File: config.mk
export PLATFORM = sky130hd
export DESIGN_NAME = ebm_ctrl
export DESIGN_NICKNAME = d
export VERILOG_FILES = /design/src/ebm_pkg.sv /design/src/ebm_ctrl.sv
export SDC_FILE = /design/constraint.sdc
export NUM_CORES = 1
export LEC_CHECK = 0
export BUFFER_PORTS_ARGS = -buffer_cell sky130_fd_sc_hd__clkbuf_2
export CORE_AREA = 2 2 39 41
export CTS_BUF_LIST = sky130_fd_sc_hd__clkbuf_16
export CTS_CLUSTER_DIAMETER = 80
export DETAILED_ROUTE_END_ITERATION = 16
export DIE_AREA = 0 0 41 43
export GPL_ROUTABILITY_DRIVEN = 0
export PLACE_DENSITY = 0.57
export RECOVER_POWER = 50
export SYNTH_ARGS = -nofsm -noshare
export SYNTH_HDL_FRONTEND = slang
export SYNTH_SLANG_ARGS = --single-unit
export TNS_END_PERCENT = 100
File: constraint.sdc
create_clock -name clk -period 1.94 [get_ports clk]
set_input_delay 0.097 -clock clk [delete_from_list [all_inputs] [get_ports clk]]
set_output_delay 0.097 -clock clk [all_outputs]
set_load 0.02 [all_outputs]
File: src/ebm_pkg.sv
// Shared types and constants for the batched einsum matrix multiply block.
// Used by the controller, the datapath, the float unit and the top level.
// No dependencies.
package ebm_pkg;

	// Build defaults
	localparam int STORE_DEPTH_DEF = 4096;
	localparam int DIM_MAX_DEF     = 64;

	// Fixed field widths
	localparam int WORD_W    = 32;
	localparam int CMD_W     = 2;
	localparam int LADDR_W   = 12;
	localparam int IDX_W     = 6;
	localparam int SIZE_W    = 7;
	localparam int CFG_IDX_W = 3;
	localparam int CNT_W     = 7;
	localparam int WIDE_W    = 40;
	localparam int STRIDE_W  = 14;

	// Input commands
	localparam logic [CMD_W-1:0] CMD_LOAD_A  = 2'd0;
	localparam logic [CMD_W-1:0] CMD_LOAD_B  = 2'd1;
	localparam logic [CMD_W-1:0] CMD_COMPUTE = 2'd2;

	// Register indexes
	localparam logic [CFG_IDX_W-1:0] REG_MODE   = 3'd0;
	localparam logic [CFG_IDX_W-1:0] REG_SIZE_B = 3'd1;
	localparam logic [CFG_IDX_W-1:0] REG_SIZE_M = 3'd2;
	localparam logic [CFG_IDX_W-1:0] REG_SIZE_C = 3'd3;
	localparam logic [CFG_IDX_W-1:0] REG_SIZE_H = 3'd4;
	localparam logic [CFG_IDX_W-1:0] REG_SIZE_W = 3'd5;
	localparam logic [CFG_IDX_W-1:0] REG_SIZE_N = 3'd6;

	// Layout modes
	localparam logic MODE_BMCHW = 1'b0;
	localparam logic MODE_BCHW  = 1'b1;

	// Index of the last address setup step
	localparam logic [1:0] SETUP_LAST = 2'd3;

	typedef enum logic [2:0] {
		ST_IDLE,
		ST_SETUP,
		ST_READ,
		ST_MUL1,
		ST_MUL2,
		ST_ADD1,
		ST_ADD2,
		ST_DONE
	} state_t;

	// Controller to datapath commands
	typedef struct packed {
		logic load;
		logic start;
		logic setup;
		logic read;
		logic mul1;
		logic mul2;
		logic add1;
		logic add2;
		logic finish;
	} ctrl_cmd_t;

	// Datapath to controller status
	typedef struct packed {
		logic setup_last;
		logic c_empty;
		logic c_last;
		logic addr_err;
		logic out_busy;
	} dp_stat_t;

endpackage

File: src/ebm_ctrl.sv
// Sequencing state machine for the batched einsum block.
// Depends on ebm_pkg for the state, command and status types.
module ebm_ctrl (
	input  logic                          clk,
	input  logic                          arst_n,
	input  logic                          in_valid,
	input  logic [ebm_pkg::CMD_W-1:0]     command,
	output logic                          in_ready,
	input  ebm_pkg::dp_stat_t             stat,
	output ebm_pkg::ctrl_cmd_t            cmd
);
	import ebm_pkg::*;

	state_t state_q, state_next;
	logic   accept;

	assign accept = in_valid && in_ready;

	// State register
	always_ff @(posedge clk or negedge arst_n) begin
		if (!arst_n) begin
			state_q <= ST_IDLE;
		end else begin
			state_q <= state_next;
		end
	end

	// Next state
	always_comb begin
		state_next = state_q;
		unique case (state_q)
			ST_IDLE: begin
				if (accept && command == CMD_COMPUTE) begin
					state_next = ST_SETUP;
				end
			end
			ST_SETUP: begin
				if (stat.setup_last) begin
					state_next = stat.c_empty ? ST_DONE : ST_READ;
				end
			end
			ST_READ: begin
				state_next = stat.addr_err ? ST_DONE : ST_MUL1;
			end
			ST_MUL1: state_next = ST_MUL2;
			ST_MUL2: state_next = ST_ADD1;
			ST_ADD1: state_next = ST_ADD2;
			ST_ADD2: begin
				state_next = stat.c_last ? ST_DONE : ST_READ;
			end
			ST_DONE: begin
				if (!stat.out_busy) begin
					state_next = ST_IDLE;
				end
			end
			default: state_next = ST_IDLE;
		endcase
	end

	// Outputs
	always_comb begin
		cmd      = '0;
		in_ready = 1'b0;
		unique case (state_q)
			ST_IDLE: begin
				in_ready  = 1'b1;
				cmd.load  = accept;
				cmd.start = accept && command == CMD_COMPUTE;
			end
			ST_SETUP: cmd.setup = 1'b1;
			ST_READ:  cmd.read  = 1'b1;
			ST_MUL1:  cmd.mul1  = 1'b1;
			ST_MUL2:  cmd.mul2  = 1'b1;
			ST_ADD1:  cmd.add1  = 1'b1;
			ST_ADD2:  cmd.add2  = 1'b1;
			ST_DONE:  cmd.finish = !stat.out_busy;
			default: begin
				cmd      = '0;
				in_ready = 1'b0;
			end
		endcase
	end

endmodule

==> impl_metrics.toml, run 1 <==
[outcome]
status = "completed"

[clock_tree]
cts.sinks = 3
root_buffer = "clkbuf_16"
htreeDepth = 1
clk_pin_slew_worst_paths_ns = 0.03
cts_tree = "done"
ctsResizeCount = 0
clkLatencyLatePin_ns = 0.23
postCtsSetupRepairBufs = 0
hold_buffers = 1
cts_buffers = 3
cts_max_path_buffers = 2

[routing]
first_pass_iters = 4
vias = 331
wl_microns = 765
viasPerCell = 4.66
drc = 0
wire_per_inst_microns = 10.8
postRouteAntennaNets = 0
dr.first_iter.drc_count = 9

[final_layout]
nets = 66
area_growth_pct = 65.0
final_util_pct = 32.4
diodes = 0
top_regs = "state_q x3"
drive_gt1_share_pct = 36.4
fillers = 155
multiInputGateArea_sq_um = 165
largest_reg_flops = 3
regArea_sq_um = 75.1
design_area_sq_um = 448
top_register = "state_q"

[placed_design]
port_buffers = 19
dp_hpwl_microns = 551
post_dp_cell_area_sq_um = 363
place_ws_ns = 0.608

[job]
maxCapViolCount = 0

[synth]
ys_ff_latch = 3
synth-seq-area-share_pct = 27.6
ys_types = 23
yosysWarnings = 0
synth_nets = 44
synth_area_sq_um = 272
synth_top_area_share_pct = 27.6
syn_area_per_cell_sq_um = 7.99
synth_area_leader_cell = "dfrtp_1"
synth_area_leaders = "dfrtp_1 (28%), nor3_1 (5.5%), nand2_1 (5.5%), nor2b_1 (4.6%), buf_6 (4.1%)"
synth_cells = 34

[floorplanning]
start_util_pct = 19.6
core_area_sq_um = 1380
die_h_microns = 43
dieWidth_microns = 41
ioPinCount = 20
dieArea_sq_um = 1760
num_rows = 14

[global_route]
globalRouteMet3Util_pct = 5.24
grt-ovfl-total = 0
grt_pass1_wl_mm = 1.27
grt_max_degree = 14
use_met1_pct = 13.5
busiest_layer = "met2"
antenna_found_initial = 0
grt_usage_pct = 11.2
grt_util_met2_pct = 15.0
grt_pass1_vias = 290

[power_and_ir_drop]
seqPwrFrac_pct = 21.7
clkPwrFrac_pct = 39.1
power.leakage_nw = 0.230
p_per_area_nw_per_um2 = 1870
p_sw_mw = 0.334
swShare_pct = 39.8
p_int_mw = 0.505
vdd_drop_max_mv = 0.472
p_comb_share_pct = 39.2

[setup_path]
reg2regPathDepth = 3
path_max_fanout = 13
crit_path_start_kind = "flop"
path_class = "reg2out"
cp-end-kind = "output pin"
cp.required_ns = 1.84
arrival_ns = 1.43
r2r-start = "state_q[1]"
rrSetupSlack_ns = 0.62
r2r_end = "state_q[0]"

[timing]
tightest_slew_ns = 0.382
rsz0062_at_grt = "no"
slew_violations = 0
fmax_mhz = 653
fin_skew_ns = 0.00178
slew_headroom_pct = 74.5
layout_setup_ws_ns = 0.409
setup_viol = 0
finalHoldViolCount = 0
fin_crit_ns = 1.53
whs_ns = 0.157
period_share_pct = 78.9
fin_tns_setup_ns = 0

[min_path]
holdPathEnd = "state_q[0]"
hold_path.class = "in2reg"
min_path_cells = 3
hp-start = "command[1]"
[cells by family (layout without fill, tap and decap cells)]
group           after synthesis  count (layout)  share of synthesized area [%]
buf+inv                       5              26                           11.5
simple gates                 18              18                           35.5
compound gates                7               7                           21.7
flops                         3               3                           27.6
mux                           1               1                           3.69
[worst max path at each step]
stage          startpoint          to  slack, ns  cells after the start
2_1_floorplan  state_q[2]      cmd[8]       0.43                      3
3_3_place_gp   state_q[1]  state_q[0]       0.64                      3
6_report       state_q[1]      cmd[5]       0.41                      3
5_1_grt        state_q[1]      cmd[5]       0.30                      3
3_5_place_dp   state_q[1]  state_q[0]       0.61                      3
4_1_cts        state_q[1]      cmd[5]       0.40                      3
[power groups by stage]
stage / clock (mW) / sequential [mW] / combinational (mW)
final: 0.328 / 0.182 / 0.328
after global routing: 0.338 / 0.197 / 0.371
after floorplan: 0 / 0.114 / 0.340
after CTS: 0.335 / 0.182 / 0.338
after detailed placement: 0 / 0.185 / 0.336
after global placement: 0 / 0.181 / 0.333
[synth_stat cells (all sizes together)]
cell type  n
nand2      4
a41oi      1
o211a      1
nor3b      1
o2bb2ai    1
o21ai      1
dfrtp      3
buf        2
inv        2
nor4       1
o221ai     1
mux2i      1
nand3b     1
and2       1
nor2b      2
or2b       1
nand2b     1
nor3       3
clkbuf     1
a222oi     1
a21o       1
nor2       3
[cells in the final DEF (no fill, tap or decap), drive strengths merged]
master	n
a21o	1
a222oi	1
a41oi	1
and2	1
clkbuf	22
dfrtp	3
dlygate4sd3	1
inv	3
mux2i	1
nand2	4
nand2b	1
nand3b	1
nor2	3
nor2b	2
nor3	3
nor3b	1
nor4	1
o211a	1
o21ai	1
o221ai	1
o2bb2ai	1
or2b	1
[area by class of cell]
cell class / instances / share of cell area (%)
multi-input combinational: 26 / 36.9
clock buffer: 3 / 16.8
timing repair buffer: 20 / 22.6
inverter: 2 / 1.68
clock inverter: 1 / 0.838
tap: 16 / 4.47
sequential: 3 / 16.8
[stage by stage]
step / cells / power (mW)
after global placement: 66 / 0.514
final: 71 / 0.839
after global routing: 71 / 0.907
after floorplan: 34 / 0.454
after CTS: 71 / 0.855
after detailed placement: 66 / 0.520
[layer usage]
metal / vias up / share of wire (%)
met3: 2 / 10
met5: - / 0
met4: 0 / 2.0
li1: 164 / -
met2: 19 / 47
met1: 146 / 41
[worst max-delay path, stage by stage, from the launching register on]
cell and delay, ns:
dfrtp_1 0.56, or2b_2 0.37, nor2_1 0.10, clkbuf_2 0.18
No activity file was read; power rests on OpenSTA's default activity.
==> inputs of run 2 (changes only) <==
- clock period: 1.94 -> 1.45 ns (I/O delays scaled with it)
==> impl_metrics.toml, run 2 (same netlist as run 1, synthesis figures left out) <==
[outcome]
status = "completed"

[floorplanning]
dieArea_sq_um = 1760
die_h_microns = 43
dieWidth_microns = 41
ioPinCount = 20
start_util_pct = 19.6
core_area_sq_um = 1380
num_rows = 14

[setup_path]
path_max_fanout = 8
arrival_ns = 1.31
path_class = "reg2out"
crit_path_start_kind = "flop"
critPathLaunch = "state_q[0]"
r2r_end = "state_q[0]"
r2r-start = "state_q[1]"
reg2regPathDepth = 3
cp-end-kind = "output pin"
cp.required_ns = 1.38
rrSetupSlack_ns = 0.22
crit_end = "cmd[7]"

[final_layout]
design_area_sq_um = 480
diodes = 0
largest_reg_flops = 3
nets = 69
final_util_pct = 34.7
multiInputGateArea_sq_um = 170
fillers = 161
drive_gt1_share_pct = 48.3
top_register = "state_q"
final_cell_mix = "clkbuf_2 (18), nand2_1 (4)"
final_common_cell = "clkbuf_2"
regArea_sq_um = 77.6
top_regs = "state_q x3"
instances_no_fill = 74
area_growth_pct = 77.0

[clock_tree]
cts.sinks = 3
clk_pin_slew_worst_paths_ns = 0.03
clkLatencyLatePin_ns = 0.23
cts_max_path_buffers = 2
htreeDepth = 1
cts_tree = "done"
root_buffer = "clkbuf_16"
cts_buffers = 3

[timing]
slew_headroom_pct = 78.8
tightest_slew_ns = 0.319
whs_ns = 0.147
fin_crit_ns = 1.38
period_share_pct = 95.2
slew_violations = 0
setup_viol = 0
rsz0062_at_grt = "no"
fin_tns_setup_ns = 0
finalHoldViolCount = 0
fin_skew_ns = 0.00265
fmax_mhz = 725

[placed_design]
post_dp_cell_area_sq_um = 375
port_buffers = 19
dp.cells = 67
dp_hpwl_microns = 571

[power_and_ir_drop]
p_sw_mw = 0.478
seqPwrFrac_pct = 18.3
p_per_area_nw_per_um2 = 2530
p_comb_share_pct = 45.7
p_int_mw = 0.740
power.leakage_nw = 0.250
clkPwrFrac_pct = 36.0
vdd_drop_max_mv = 0.844
swShare_pct = 39.2

[routing]
viasPerCell = 4.53
drc = 0
dr.first_iter.drc_count = 5
postRouteAntennaNets = 0
wl_microns = 808
wire_per_inst_microns = 10.9
first_pass_iters = 4
vias = 335

[global_route]
grt_pass1_wl_mm = 1.47
grt_pass1_vias = 322
antenna_found_initial = 0
grt-ovfl-total = 0
grt_max_degree = 14
grt_usage_pct = 13.1

[job]
maxCapViolCount = 0

[min_path]
hold_path.class = "in2reg"
-- run 2: cell type report --
cell class / count / share of cell area [%]
Multi-Input combinational cell: 26 / 35.4
Timing Repair Buffer: 23 / 26.3
Sequential cell: 3 / 16.1
Clock buffer: 3 / 15.6
Tap cell: 16 / 4.17
Inverter: 2 / 1.56
Clock inverter: 1 / 0.781
-- run 2: how the worst min path moves through the flow --
stage | slack (ns) | endpoint | cells past startpoint | from
2_1_floorplan | -0.22 | state_q[0] | 0 | arst_n
3_3_place_gp | -0.13 | state_q[2] | 1 | arst_n
3_5_place_dp | -0.13 | state_q[2] | 1 | arst_n
4_1_cts | 0.15 | state_q[0] | 3 | command[1]
5_1_grt | 0.20 | state_q[0] | 2 | arst_n
6_report | 0.15 | state_q[0] | 3 | command[1]
-- run 2: power groups by stage --
stage / clock network (mW) / logic (mW) / registers, mW
global placement: 0 / 0.492 / 0.229
global route: 0.464 / 0.624 / 0.241
detailed placement: 0 / 0.498 / 0.229
floorplan: 0 / 0.462 / 0.154
finish: 0.438 / 0.556 / 0.223
CTS: 0.444 / 0.505 / 0.230
-- run 2: worst max-delay path: stages, from the launching register on --
cell and delay (ns):
dfrtp_2 0.44, buf_4 0.15, nor4_1 0.26, clkbuf_2 0.22
-- run 2: per-stage QoR --
step                setup WS [ns]  total power, mW
floorplan                   0.109            0.616
global placement            0.223            0.721
detailed placement          0.188            0.727
CTS                       0.00260             1.18
global route              0.00171             1.33
finish                     0.0702             1.22
-- run 2: layer usage --
| layer | track usage, % | routed length, microns |
|---|---|---|
| met4 | 12.0 | 38 |
| met3 | 4.71 | 66 |
| met2 | 16.9 | 391 |
| met1 | 15.8 | 311 |
| met5 | 0 | 0 |
-- run 2: repair_timing --
| item | 4_1_cts | 5_1_grt |
|---|---|---|
| hold endpoints to repair | 3 | 0 |
| setup endpoints to repair | 0 | 7 |
| hold buffers | 1 | 0 |
| gates resized for setup | 0 | 2 |
| setup buffers | 0 | 2 |
==> inputs of run 3 (changes only) <==
- ABC_AREA: not set -> 1
- PLACE_DENSITY: 0.57 -> 0.61
==> impl_metrics.toml, run 3 <==
[outcome]
status = "completed"

[final_layout]
top_register = "state_q"
nets = 89
area_growth_pct = 64.5
top_regs = "state_q x3"
largest_reg_flops = 3
drive_gt1_share_pct = 41.0
instances_no_fill = 94
final_cell_mix = "clkbuf_2 (16), inv_1 (13), nand2_1 (11)"
diodes = 0
final_common_cell = "clkbuf_2"
design_area_sq_um = 517

[routing]
wire_per_inst_microns = 7.82
first_pass_iters = 4
vias = 383
dr.first_iter.drc_count = 3
postRouteAntennaNets = 0
viasPerCell = 4.07
wl_microns = 735
drc = 0

[global_route]
grt_usage_pct = 9.54
grt_max_degree = 8
grt_pass1_wl_mm = 1.11
grt-ovfl-total = 0
grt_pass1_vias = 311
antenna_found_initial = 0

[setup_path]
cp.required_ns = 1.38
cp-end-kind = "output pin"
crit_path_start_kind = "flop"
r2r-start = "state_q[1]"
path_max_fanout = 6
r2r_end = "state_q[0]"
path_class = "reg2out"
reg2regPathDepth = 6
arrival_ns = 1.28
rrSetupSlack_ns = 0.30

[timing]
fin_skew_ns = 0.000563
slew_headroom_pct = 83.3
tightest_slew_ns = 0.252
finalHoldViolCount = 0
fmax_mhz = 741
period_share_pct = 93.0
fin_tns_setup_ns = 0
slew_violations = 0
setup_viol = 0
rsz0062_at_grt = "no"
fin_crit_ns = 1.35

[clock_tree]
clk_pin_slew_worst_paths_ns = 0.03
root_buffer = "clkbuf_16"
cts_buffers = 3
cts_tree = "done"
postCtsSetupRepairBufs = 0
cts_max_path_buffers = 2
clkLatencyLatePin_ns = 0.22
htreeDepth = 1
cts.sinks = 3

[synth]
yosysMostFrequentCell = "inv_1"
synth_area_leaders = "dfrtp_1 (24%), inv_1 (14%), nand2_1 (12%), nor2_1 (11%), nand3_1 (6.4%)"
synth_nets = 64
synth-seq-area-share_pct = 23.9
synth_cells = 54
yosysWarnings = 0
yosys-top-cells-count = "inv_1 (12), nand2_1 (10), nor2_1 (9), nand3_1 (4)"
synth_top_area_share_pct = 23.9
synth_area_sq_um = 314
ys_ff_latch = 3
synthArstFlopShare_pct = 100
syn_area_per_cell_sq_um = 5.82
synth_area_leader_cell = "dfrtp_1"
synth_edf_count = 0
synthFlopType = "dfrtp_1"
ys_types = 15

[power_and_ir_drop]
p_per_area_nw_per_um2 = 2410
vdd_drop_max_mv = 0.759
power.leakage_nw = 0.338

[placed_design]
port_buffers = 19
dp_hpwl_microns = 600
dp.cells = 89
post_dp_cell_area_sq_um = 429

[min_path]
min_path_cells = 3
holdPathEnd = "state_q[2]"
hold_path.class = "in2reg"
hp-start = "stat[0]"

[floorplanning]
ioPinCount = 20
num_rows = 14
dieArea_sq_um = 1760
core_area_sq_um = 1380
start_util_pct = 22.7
dieWidth_microns = 41
die_h_microns = 43

[job]
maxCapViolCount = 0
[run 3: cell types whose count changed after synthesis, sizes merged, moves of 2 or more]
cell and change:
buf -2, nor3 -2, nor2 +9, nor2b -2, inv +13, nand3 +5, nand2 +9
[run 3: how the worst max path moves through the flow]
| stage | from | cells after the start | to | slack, ns |
|---|---|---|---|---|
| global placement | state_q[1] | 4 | cmd[7] | 0.32 |
| global route | state_q[1] | 4 | cmd[7] | 0.004 |
| CTS | state_q[0] | 4 | cmd[7] | 0.06 |
| detailed placement | state_q[0] | 4 | cmd[7] | 0.30 |
| finish | state_q[1] | 4 | cmd[7] | 0.10 |
| floorplan | state_q[1] | 3 | cmd[7] | 0.09 |
[run 3: layout make-up]
class	instances	area, sq um
inverter	16	61.3
tap	16	20.0
fill	157	867
clock inverter	1	3.75
sequential	3	76.3
timing repair buffer	20	103
clock buffer	3	75.1
multi-input combinational	35	178
[run 3: timing repair]
| action | in CTS | in global routing |
|---|---|---|
| hold buffers | 1 | 0 |
| setup endpoints to repair | 0 | 1 |
| endpoints found under the hold margin | 3 | 0 |
| gates resized for setup | 0 | 3 |
[run 3: cells by family after synthesis]
logic type,count (synthesis),share of synthesized area (%)
AO/OA/AOI/OAI,2,4.38
flip-flops,3,23.9
AND/OR/NAND/NOR,33,52.2
buffers and inverters,16,19.5
[run 3: per-layer routing]
metal | vias to the layer above | track usage, % | routed length, microns
li1 | 207 | - | -
met1 | 160 | 9.97 | 322
met2 | 14 | 14.4 | 343
met3 | 2 | 3.14 | 47
met4 | 0 | 8.00 | 21
met5 | - | 0 | 0
[run 3: worst max-delay path, stage by stage, from the launching register on]
cell and delay, ns:
dfrtp_1 0.43, nor2_2 0.14, nand2_1 0.11, nor4_2 0.16, buf_2 0.20
[run 3: through the flow]
stage	hold WS [ns]	power, mW	setup slack, ns	utilization (%)
after floorplan	-0.223	0.671	0.0910	-
final	0.142	1.25	0.101	37.3
after detailed placement	-0.125	0.832	0.299	31.0
after global placement	-0.126	0.828	0.325	31.0
after global routing	0.151	1.36	0.00351	37.3
after CTS	0.145	1.27	0.0625	37.4
[run 3: power by group]
part	total [mW]	switching [mW]	internal (mW)	leakage (nW)
Sequential	0.210	0.0779	0.133	0.0356
Combinational	0.608	0.403	0.205	0.260
Clock	0.429	0.0738	0.355	0.0423
Total	1.25	0.555	0.693	0.338
